===== src/hw/rtl/bfh_pkg.sv =====
// bfh_pkg: shared constants, command codes and stack operation codes for the
// back/forward history block. No dependencies.
package bfh_pkg;

  // Default sizing
  localparam int unsigned BFH_STACK_DEPTH = 16;
  localparam int unsigned BFH_PAGE_BITS   = 16;
  localparam int unsigned BFH_CMD_W       = 2;

  // Command codes carried on the request channel; code 3 is unused
  typedef enum logic [BFH_CMD_W-1:0] {
    CMD_VISIT   = 2'd0,
    CMD_BACK    = 2'd1,
    CMD_FORWARD = 2'd2
  } bfh_cmd_e;

  // Operation applied to every cell of a stack together
  typedef enum logic [1:0] {
    STK_HOLD  = 2'd0,
    STK_PUSH  = 2'd1,
    STK_POP   = 2'd2,
    STK_CLEAR = 2'd3
  } bfh_stack_op_e;

endpackage


===== src/hw/rtl/bfh_req_if.sv =====
// bfh_req_if: request channel (command and page id) with valid/ready.
// Depends on bfh_pkg.
interface bfh_req_if
  import bfh_pkg::*;
#(
  parameter int unsigned PAGE_BITS = BFH_PAGE_BITS
);
  logic                 valid;
  logic                 ready;
  logic [BFH_CMD_W-1:0] cmd;
  logic [PAGE_BITS-1:0] page_id;

  modport source (output valid, output cmd, output page_id, input ready);
  modport sink   (input valid, input cmd, input page_id, output ready);
endinterface


===== src/hw/rtl/bfh_rsp_if.sv =====
// bfh_rsp_if: result channel (current page, flags, stack depths) with
// valid/ready. Depends on bfh_pkg.
interface bfh_rsp_if
  import bfh_pkg::*;
#(
  parameter int unsigned PAGE_BITS = BFH_PAGE_BITS,
  parameter int unsigned CNT_W     = $clog2(BFH_STACK_DEPTH + 1)
);
  logic                 valid;
  logic                 ready;
  logic [PAGE_BITS-1:0] current_page;
  logic                 page_valid;
  logic                 moved;
  logic [CNT_W-1:0]     back_depth;
  logic [CNT_W-1:0]     forward_depth;

  modport source (output valid, output current_page, output page_valid, output moved,
                  output back_depth, output forward_depth, input ready);
  modport sink   (input valid, input current_page, input page_valid, input moved,
                  input back_depth, input forward_depth, output ready);
endinterface


===== src/hw/rtl/bfh_cell.sv =====
// bfh_cell: one stack entry. Takes its neighbour's value on a push or pop.
// Depends on bfh_pkg.
module bfh_cell
  import bfh_pkg::*;
#(
  parameter int unsigned PAGE_BITS = BFH_PAGE_BITS
) (
  input  logic                 clk_i,
  input  bfh_stack_op_e        op_i,
  input  logic [PAGE_BITS-1:0] above_i,  // neighbour nearer the top, or push data
  input  logic [PAGE_BITS-1:0] below_i,  // neighbour deeper down
  output logic [PAGE_BITS-1:0] data_o
);

  logic [PAGE_BITS-1:0] data_q, data_d;

  // shift towards the bottom on push, towards the top on pop
  always_comb begin
    data_d = data_q;
    unique case (op_i)
      STK_PUSH: data_d = above_i;
      STK_POP:  data_d = below_i;
      default:  data_d = data_q;
    endcase
  end

  // payload only, no reset
  always_ff @(posedge clk_i) begin
    data_q <= data_d;
  end

  assign data_o = data_q;

endmodule


===== src/hw/rtl/bfh_stack.sv =====
// bfh_stack: a chain of bfh_cell entries with the top in cell 0 and a fill
// count. A push onto a full stack drops the bottom entry. Depends on bfh_pkg.
module bfh_stack
  import bfh_pkg::*;
#(
  parameter int unsigned STACK_DEPTH = BFH_STACK_DEPTH,
  parameter int unsigned PAGE_BITS   = BFH_PAGE_BITS,
  parameter int unsigned CNT_W       = $clog2(STACK_DEPTH + 1)
) (
  input  logic                 clk_i,
  input  logic                 rst_ni,
  input  bfh_stack_op_e        op_i,
  input  logic [PAGE_BITS-1:0] push_data_i,
  output logic [PAGE_BITS-1:0] top_o,
  output logic                 empty_o,
  output logic [CNT_W-1:0]     count_o
);

  logic [PAGE_BITS-1:0] cell_data [STACK_DEPTH];
  logic [CNT_W-1:0]     count_q, count_d;

  // cell chain
  for (genvar i = 0; i < STACK_DEPTH; i++) begin : g_cell
    logic [PAGE_BITS-1:0] above, below;
    if (i == 0) begin : g_top
      assign above = push_data_i;
    end else begin : g_mid
      assign above = cell_data[i-1];
    end
    if (i == STACK_DEPTH - 1) begin : g_bot
      assign below = cell_data[i];
    end else begin : g_up
      assign below = cell_data[i+1];
    end
    bfh_cell #(
      .PAGE_BITS(PAGE_BITS)
    ) u_cell (
      .clk_i  (clk_i),
      .op_i   (op_i),
      .above_i(above),
      .below_i(below),
      .data_o (cell_data[i])
    );
  end

  // fill count, saturating at the depth
  always_comb begin
    count_d = count_q;
    unique case (op_i)
      STK_PUSH:  if (count_q != CNT_W'(STACK_DEPTH)) count_d = count_q + 1'b1;
      STK_POP:   count_d = count_q - 1'b1;
      STK_CLEAR: count_d = '0;
      default:   count_d = count_q;
    endcase
  end

  always_ff @(posedge clk_i or negedge rst_ni) begin
    if (!rst_ni) begin
      count_q <= '0;
    end else begin
      count_q <= count_d;
    end
  end

  assign top_o   = cell_data[0];
  assign empty_o = (count_q == '0);
  assign count_o = count_q;

endmodule


===== src/hw/rtl/back_forward_history_stacks_core.sv =====
// Back/forward page history: current page plus back and forward stacks.
// Depends on bfh_pkg, bfh_req_if, bfh_rsp_if and bfh_stack.
//
// Usage:
//   req_i carries one command (visit, back, forward) with a page id; a
//   transfer happens when valid and ready are both high. Every command gives
//   exactly one result on rsp_o: current page, page-valid flag, whether the
//   page moved, and both stack depths after the command.
//   The result is registered and shows on rsp_o in the cycle after the
//   request transfer. Throughput is one command per cycle while rsp_o is
//   not stalled; a push or pop shifts every cell of its chain by one place
//   and steps its fill count in the same cycle.
//   A visit with no current page pushes nothing; back and forward with an
//   empty source stack leave the state alone and report moved = 0, as does
//   the unused command code. A push onto a full back stack drops the oldest.
//   While a result waits with rsp_o.ready low, req_i.ready is low and the
//   state holds; a new request is taken in the same cycle the pending
//   result is transferred.
//   Reset clears the counts, the current page and the output valid; stack
//   entries are not cleared and are never read before being written.
module back_forward_history_stacks_core
  import bfh_pkg::*;
#(
  parameter int unsigned STACK_DEPTH = BFH_STACK_DEPTH,
  parameter int unsigned PAGE_BITS   = BFH_PAGE_BITS
) (
  input  logic      clk_i,
  input  logic      rst_ni,
  bfh_req_if.sink   req_i,
  bfh_rsp_if.source rsp_o
);

  localparam int unsigned CNT_W = $clog2(STACK_DEPTH + 1);

  logic                 accept;
  logic                 rsp_valid_q, rsp_valid_d;
  logic                 moved_q, moved_d;
  logic [PAGE_BITS-1:0] present_q, present_d;
  logic                 present_valid_q, present_valid_d;

  bfh_stack_op_e        back_op, fwd_op;
  logic [PAGE_BITS-1:0] back_top, fwd_top;
  logic                 back_empty, fwd_empty;
  logic [CNT_W-1:0]     back_cnt, fwd_cnt;

  // take a request whenever the result slot is free or being drained
  assign req_i.ready = !rsp_valid_q || rsp_o.ready;
  assign accept      = req_i.valid && req_i.ready;

  // command decode
  always_comb begin
    back_op         = STK_HOLD;
    fwd_op          = STK_HOLD;
    present_d       = present_q;
    present_valid_d = present_valid_q;
    moved_d         = moved_q;
    if (accept) begin
      moved_d = 1'b0;
      unique case (req_i.cmd)
        CMD_VISIT: begin
          if (present_valid_q) back_op = STK_PUSH;
          fwd_op          = STK_CLEAR;
          present_d       = req_i.page_id;
          present_valid_d = 1'b1;
          moved_d         = 1'b1;
        end
        CMD_BACK: begin
          if (!back_empty) begin
            back_op   = STK_POP;
            fwd_op    = STK_PUSH;
            present_d = back_top;
            moved_d   = 1'b1;
          end
        end
        CMD_FORWARD: begin
          if (!fwd_empty) begin
            fwd_op    = STK_POP;
            back_op   = STK_PUSH;
            present_d = fwd_top;
            moved_d   = 1'b1;
          end
        end
        default: moved_d = 1'b0;
      endcase
    end
  end

  // output valid: set by a request, cleared once the result transfers
  always_comb begin
    rsp_valid_d = rsp_valid_q;
    if (accept) begin
      rsp_valid_d = 1'b1;
    end else if (rsp_o.ready) begin
      rsp_valid_d = 1'b0;
    end
  end

  always_ff @(posedge clk_i or negedge rst_ni) begin
    if (!rst_ni) begin
      rsp_valid_q     <= 1'b0;
      moved_q         <= 1'b0;
      present_q       <= '0;
      present_valid_q <= 1'b0;
    end else begin
      rsp_valid_q     <= rsp_valid_d;
      moved_q         <= moved_d;
      present_q       <= present_d;
      present_valid_q <= present_valid_d;
    end
  end

  bfh_stack #(
    .STACK_DEPTH(STACK_DEPTH),
    .PAGE_BITS  (PAGE_BITS),
    .CNT_W      (CNT_W)
  ) u_back (
    .clk_i      (clk_i),
    .rst_ni     (rst_ni),
    .op_i       (back_op),
    .push_data_i(present_q),
    .top_o      (back_top),
    .empty_o    (back_empty),
    .count_o    (back_cnt)
  );

  bfh_stack #(
    .STACK_DEPTH(STACK_DEPTH),
    .PAGE_BITS  (PAGE_BITS),
    .CNT_W      (CNT_W)
  ) u_fwd (
    .clk_i      (clk_i),
    .rst_ni     (rst_ni),
    .op_i       (fwd_op),
    .push_data_i(present_q),
    .top_o      (fwd_top),
    .empty_o    (fwd_empty),
    .count_o    (fwd_cnt)
  );

  // state only changes on a request transfer, so it doubles as the result
  assign rsp_o.valid         = rsp_valid_q;
  assign rsp_o.current_page  = present_q;
  assign rsp_o.page_valid    = present_valid_q;
  assign rsp_o.moved         = moved_q;
  assign rsp_o.back_depth    = back_cnt;
  assign rsp_o.forward_depth = fwd_cnt;

endmodule


===== src/flat_wrapper.sv =====
// flat-port wrapper written by rule: the top's interface ports become plain ports
module back_forward_history_stacks_core_flat import bfh_pkg::*;
#(
  parameter int unsigned STACK_DEPTH = BFH_STACK_DEPTH,
  parameter int unsigned PAGE_BITS   = BFH_PAGE_BITS
)
  (clk_i, rst_ni, req_i_valid, req_i_cmd, req_i_page_id, req_i_ready, rsp_o_valid, rsp_o_current_page, rsp_o_page_valid, rsp_o_moved, rsp_o_back_depth, rsp_o_forward_depth, rsp_o_ready);
  bfh_req_if #(.PAGE_BITS(PAGE_BITS)) req_i_i ();
  bfh_rsp_if #(.PAGE_BITS(PAGE_BITS)) rsp_o_i ();
  input  logic clk_i;
  input  logic rst_ni;
  input wire logic [$bits(req_i_i.valid)-1:0] req_i_valid;
  input wire logic [$bits(req_i_i.cmd)-1:0] req_i_cmd;
  input wire logic [$bits(req_i_i.page_id)-1:0] req_i_page_id;
  output wire logic [$bits(req_i_i.ready)-1:0] req_i_ready;
  output wire logic [$bits(rsp_o_i.valid)-1:0] rsp_o_valid;
  output wire logic [$bits(rsp_o_i.current_page)-1:0] rsp_o_current_page;
  output wire logic [$bits(rsp_o_i.page_valid)-1:0] rsp_o_page_valid;
  output wire logic [$bits(rsp_o_i.moved)-1:0] rsp_o_moved;
  output wire logic [$bits(rsp_o_i.back_depth)-1:0] rsp_o_back_depth;
  output wire logic [$bits(rsp_o_i.forward_depth)-1:0] rsp_o_forward_depth;
  input wire logic [$bits(rsp_o_i.ready)-1:0] rsp_o_ready;
  assign req_i_i.valid = req_i_valid;
  assign req_i_i.cmd = req_i_cmd;
  assign req_i_i.page_id = req_i_page_id;
  assign req_i_ready = req_i_i.ready;
  assign rsp_o_valid = rsp_o_i.valid;
  assign rsp_o_current_page = rsp_o_i.current_page;
  assign rsp_o_page_valid = rsp_o_i.page_valid;
  assign rsp_o_moved = rsp_o_i.moved;
  assign rsp_o_back_depth = rsp_o_i.back_depth;
  assign rsp_o_forward_depth = rsp_o_i.forward_depth;
  assign rsp_o_i.ready = rsp_o_ready;
  back_forward_history_stacks_core #(.STACK_DEPTH(STACK_DEPTH), .PAGE_BITS(PAGE_BITS)) u_core (.clk_i(clk_i), .rst_ni(rst_ni), .req_i(req_i_i), .rsp_o(rsp_o_i));
endmodule

===== config.mk =====
export PLATFORM = sky130hd
export DESIGN_NAME = back_forward_history_stacks_core_flat
export DESIGN_NICKNAME = d
export VERILOG_FILES = /design/src/hw/rtl/bfh_pkg.sv /design/src/hw/rtl/bfh_req_if.sv /design/src/hw/rtl/bfh_rsp_if.sv /design/src/hw/rtl/bfh_cell.sv /design/src/hw/rtl/bfh_stack.sv /design/src/hw/rtl/back_forward_history_stacks_core.sv /design/src/flat_wrapper.sv
export SDC_FILE = /design/constraint.sdc
export NUM_CORES = 1
export LEC_CHECK = 0
export BUFFER_PORTS_ARGS = -buffer_cell sky130_fd_sc_hd__buf_2
export CAP_MARGIN = 10
export CELL_PAD_IN_SITES_DETAIL_PLACEMENT = 1
export CELL_PAD_IN_SITES_GLOBAL_PLACEMENT = 1
export CORE_MARGIN = 2
export CORE_UTILIZATION = 30
export CTS_BUF_LIST = sky130_fd_sc_hd__clkbuf_16
export DETAILED_ROUTE_END_ITERATION = 8
export GPL_ROUTABILITY_DRIVEN = 0
export PLACE_DENSITY_LB_ADDON = 0.1
export REMOVE_ABC_BUFFERS = 1
export SLEW_MARGIN = 10
export SYNTH_ARGS = -nofsm -noshare
export SYNTH_HDL_FRONTEND = slang
export SYNTH_SLANG_ARGS = --single-unit

===== constraint.sdc =====
create_clock -name clk_i -period 22.4 [get_ports clk_i]
set_input_delay 2.24 -clock clk_i [delete_from_list [all_inputs] [get_ports clk_i]]
set_output_delay 2.24 -clock clk_i [all_outputs]
set_load 0.01 [all_outputs]

==> impl_metrics.env <==
export IMPL_status="finished, final reports clean"
export IMPL_ctsResizeCount=0
export IMPL_fmax_mhz=158
export IMPL_power_density_nw_per_um2=94.7
export IMPL_endpoint_kind="flip-flop"
export IMPL_track_usage=0.110
export IMPL_final_hold_viol_count=0
export IMPL_yosys_warnings=0
export IMPL_critPathMaxFanout=78
export IMPL_grt_pass1_vias=11625
export IMPL_ys_ff_latch=541
export IMPL_area_delta_synth_final_pct=14.9
export IMPL_min_from="u_core.u_back.g_cell[14].u_cell.data_o[8]"
export IMPL_avgSynthCellArea_um2=18.3
export IMPL_drt_vias_per_instance=4.49
export IMPL_maxCapViolCount=0
export IMPL_met2_usage=0.168
export IMPL_numCtsBuffers=66
export IMPL_synthCells=1258
export IMPL_start_util=0.303
export IMPL_netlist_area_um2=23100
export IMPL_hpwl_mm=24.1
export IMPL_rows=101
export IMPL_hp_class="flip-flop to flip-flop"
export IMPL_cts_sinks=541
export IMPL_die_area_um2=79100
export IMPL_drive_above_1_share=0.471
export IMPL_busiest_layer="met2"
export IMPL_core_area_um2=76100
export IMPL_wl_per_cell_um=17.7
export IMPL_cts_hold_buf=0
export IMPL_drc=0
export IMPL_drt_iter0_markers=580
export IMPL_yosysTopAreaCellShare=0.667
export IMPL_ant_nets=0
export IMPL_cts_root_buf="clkbuf_16"
export IMPL_rr_startpoint="u_core.u_back.count_o[1]"
export IMPL_globalRouteMet1Util=0.154
export IMPL_worstSetupStartpoint="req_i_cmd[0]"
export IMPL_antenna_cells=0
export IMPL_p_leak_nw=8.71
export IMPL_grt_pass1_wl_mm=68.4
export IMPL_vias=10797
export IMPL_synthFlopType="edfxtp_1"
export IMPL_crit_required_ns=22.72
export IMPL_synth_edf_count=512
export IMPL_clock_skew_ns=0.0144
export IMPL_die_w_um=281
export IMPL_path_clk_slew_ns=0.05
export IMPL_fin_crit_sh=0.283
export IMPL_cts_max_level=3
export IMPL_synth_top_area_cell="edfxtp_1"
export IMPL_clkLatencyLatePin_ns=0.58
export IMPL_critPathLaunchType="input pin"
export IMPL_design_area_um2=26500
export IMPL_fin_crit_ns=6.35
export IMPL_drt_first_pass_iters=6
export IMPL_ys_seq_area_frac=0.698
export IMPL_slew_viol_final=0
export IMPL_synth_area_top_cells="edfxtp_1 67%, mux2_2 24%, dfrtp_1 3.1%, ha_1 0.92%, mux2_4 0.65%"
export IMPL_maxSlewHeadroom=0.237
export IMPL_nFillCells=7592
export IMPL_yosysUniqueCellTypes=43
export IMPL_dpl_cell_area_um2=24500
export IMPL_setup_viol=0
export IMPL_synthArstFlopShare=0.0536
export IMPL_cp_arrival_ns=6.66
export IMPL_critPathKind="input pin to flip-flop"
export IMPL_grt_ovfl_total=0
export IMPL_ctsLongestPathBuffers=3
export IMPL_cts_tree="done"
export IMPL_nets=1363
export IMPL_antenna_found_initial=1
export IMPL_cts_setup_buffers=0
export IMPL_ir_worst_vdd_mv=0.0428
export IMPL_max_slew_worst_pin_slew_ns=1.14
export IMPL_io_pins=52
export IMPL_die_h_um=281
export IMPL_port_buffers=51
export IMPL_grt_max_degree=159
export IMPL_gr_usage_met3=0.0219
export IMPL_tns_ns=0
export IMPL_drt_wl_total_mm=42.5
export IMPL_rsz0062_at_grt="no"
==> registers in the layout (all words and copies together), names as in the netlist <==
name,flops
u_core.rsp_o.current_page,16
u_core.rsp_o.moved,1
u_core.rsp_o.page_valid,1
u_core.rsp_o.valid,1
u_core.u_back.count_o,5
u_core.u_back.g_cell.u_cell.data_o,256
u_core.u_fwd.count_o,5
u_core.u_fwd.g_cell.u_cell.data_o,256
==> kinds of logic after synthesis <==
kind of cell / after synthesis / synth area share
DFF: 541 / 0.698
muxes: 496 / 0.244
buffers and inverters: 79 / 0.0157
AOI/OAI and AO/OA: 68 / 0.0199
and+or+nand+nor: 53 / 0.0113
adders and majority gates: 18 / 0.0101
xor gates and xnor gates: 3 / 0.00114
==> layer usage <==
layer,wire length [um],vias up
li1,-,5073
met1,21200,5526
met2,18900,124
met3,1430,74
met4,1020,0
met5,0,-
==> where the power goes <==
group / internal [mW] / switching [mW]
Clock: 0.601 / 0.409
Sequential: 1.22 / 0.0584
Combinational: 0.114 / 0.109
==> per-stage QoR <==
step	utilization	worst slack (ns)	hold slack [ns]	cells	total power [mW]
after floorplan	-	11.93	0.420	1192	1.46
after global placement	0.321	15.44	0.426	2285	1.52
after detailed placement	0.321	15.37	0.431	2285	1.53
after CTS	0.348	15.97	0.450	2405	2.57
after global routing	0.348	15.64	0.455	2405	2.64
final	0.348	16.05	0.444	2405	2.51
==> placed cells by master, fill, tap and decap left out, types with 3 or more instances in the layout <==
| cell | netlist | final |
|---|---|---|
| clkinv_1 | 0 | 14 |
| nand3b_1 | 3 | 3 |
| a22oi_1 | 19 | 19 |
| a21o_1 | 4 | 4 |
| clkinv_2 | 0 | 4 |
| buf_2 | 27 | 51 |
| o31ai_1 | 3 | 3 |
| inv_1 | 13 | 39 |
| ha_4 | 0 | 4 |
| dfrtp_1 | 29 | 29 |
| buf_4 | 0 | 11 |
| edfxtp_1 | 512 | 512 |
| nand2b_1 | 3 | 3 |
| nor2_1 | 20 | 20 |
| nand2_1 | 12 | 12 |
| bufinv_16 | 0 | 3 |
| ha_2 | 0 | 3 |
| ha_1 | 17 | 10 |
| clkbuf_16 | 0 | 71 |
| nor2b_1 | 3 | 3 |
| o21ai_0 | 5 | 5 |
| o21bai_1 | 3 | 3 |
| a21oi_1 | 22 | 22 |
| xor2_1 | 3 | 3 |
| mux2_2 | 486 | 486 |
| nor3_1 | 3 | 3 |
| mux2_4 | 10 | 10 |
==> final cells by class <==
| type | count | area (um2) | share of cell area |
|---|---|---|---|
| clock buffer | 71 | 1780 | 0.0670 |
| clock inverter | 49 | 277 | 0.0104 |
| inverter | 13 | 48.8 | 0.00184 |
| multi-input combinational | 638 | 6660 | 0.251 |
| sequential | 541 | 16100 | 0.607 |
| tap | 1030 | 1290 | 0.0486 |
| timing repair buffer | 63 | 358 | 0.0135 |
==> critical path, stage by stage <==
cell     delay, ns
buf_2         0.12
inv_1         0.08
ha_1          0.14
buf_4         0.31
o21ai_0       0.22
a21oi_1       0.49
ha_4          0.77
buf_4         0.85
buf_4         0.92
mux2_2        0.43
==> Yosys cell counts, types with 2 or more instances <==
library cell	instances
nor3_1	3
nor2_1	20
nand2b_1	3
a21o_1	4
buf_2	27
dfrtp_1	29
o31ai_1	3
buf_1	5
nand2_1	12
buf_6	2
clkbuf_1	31
nand3b_1	3
o211ai_1	2
xor2_1	3
a21oi_1	22
ha_1	17
inv_1	13
nor2b_1	3
or4_1	2
mux2_2	486
a22oi_1	19
edfxtp_1	512
o21ai_0	5
o21bai_1	3
o41ai_1	2
mux2_4	10
==> worst paths after layout <==
| path | to | cells after the start | slack, ns |
|---|---|---|---|
| worst max-delay path | u_core.u_fwd.g_cell[1].u_cell.data_o[3] | 10 | 16.05 |
| min in group asynchronous | u_core.u_fwd.count_o[0] | 1 | 1.81 |
| worst min register to register | u_core.u_back.g_cell[15].u_cell.data_o[8] | 0 | 0.44 |
| worst min-delay path | u_core.u_back.g_cell[15].u_cell.data_o[8] | 0 | 0.44 |
| worst max register to register | u_core.u_fwd.g_cell[1].u_cell.data_o[3] | 8 | 17.39 |
| max in group asynchronous | u_core.rsp_o.current_page[11] | 1 | 19.97 |
(Power assumes the default switching activity.)
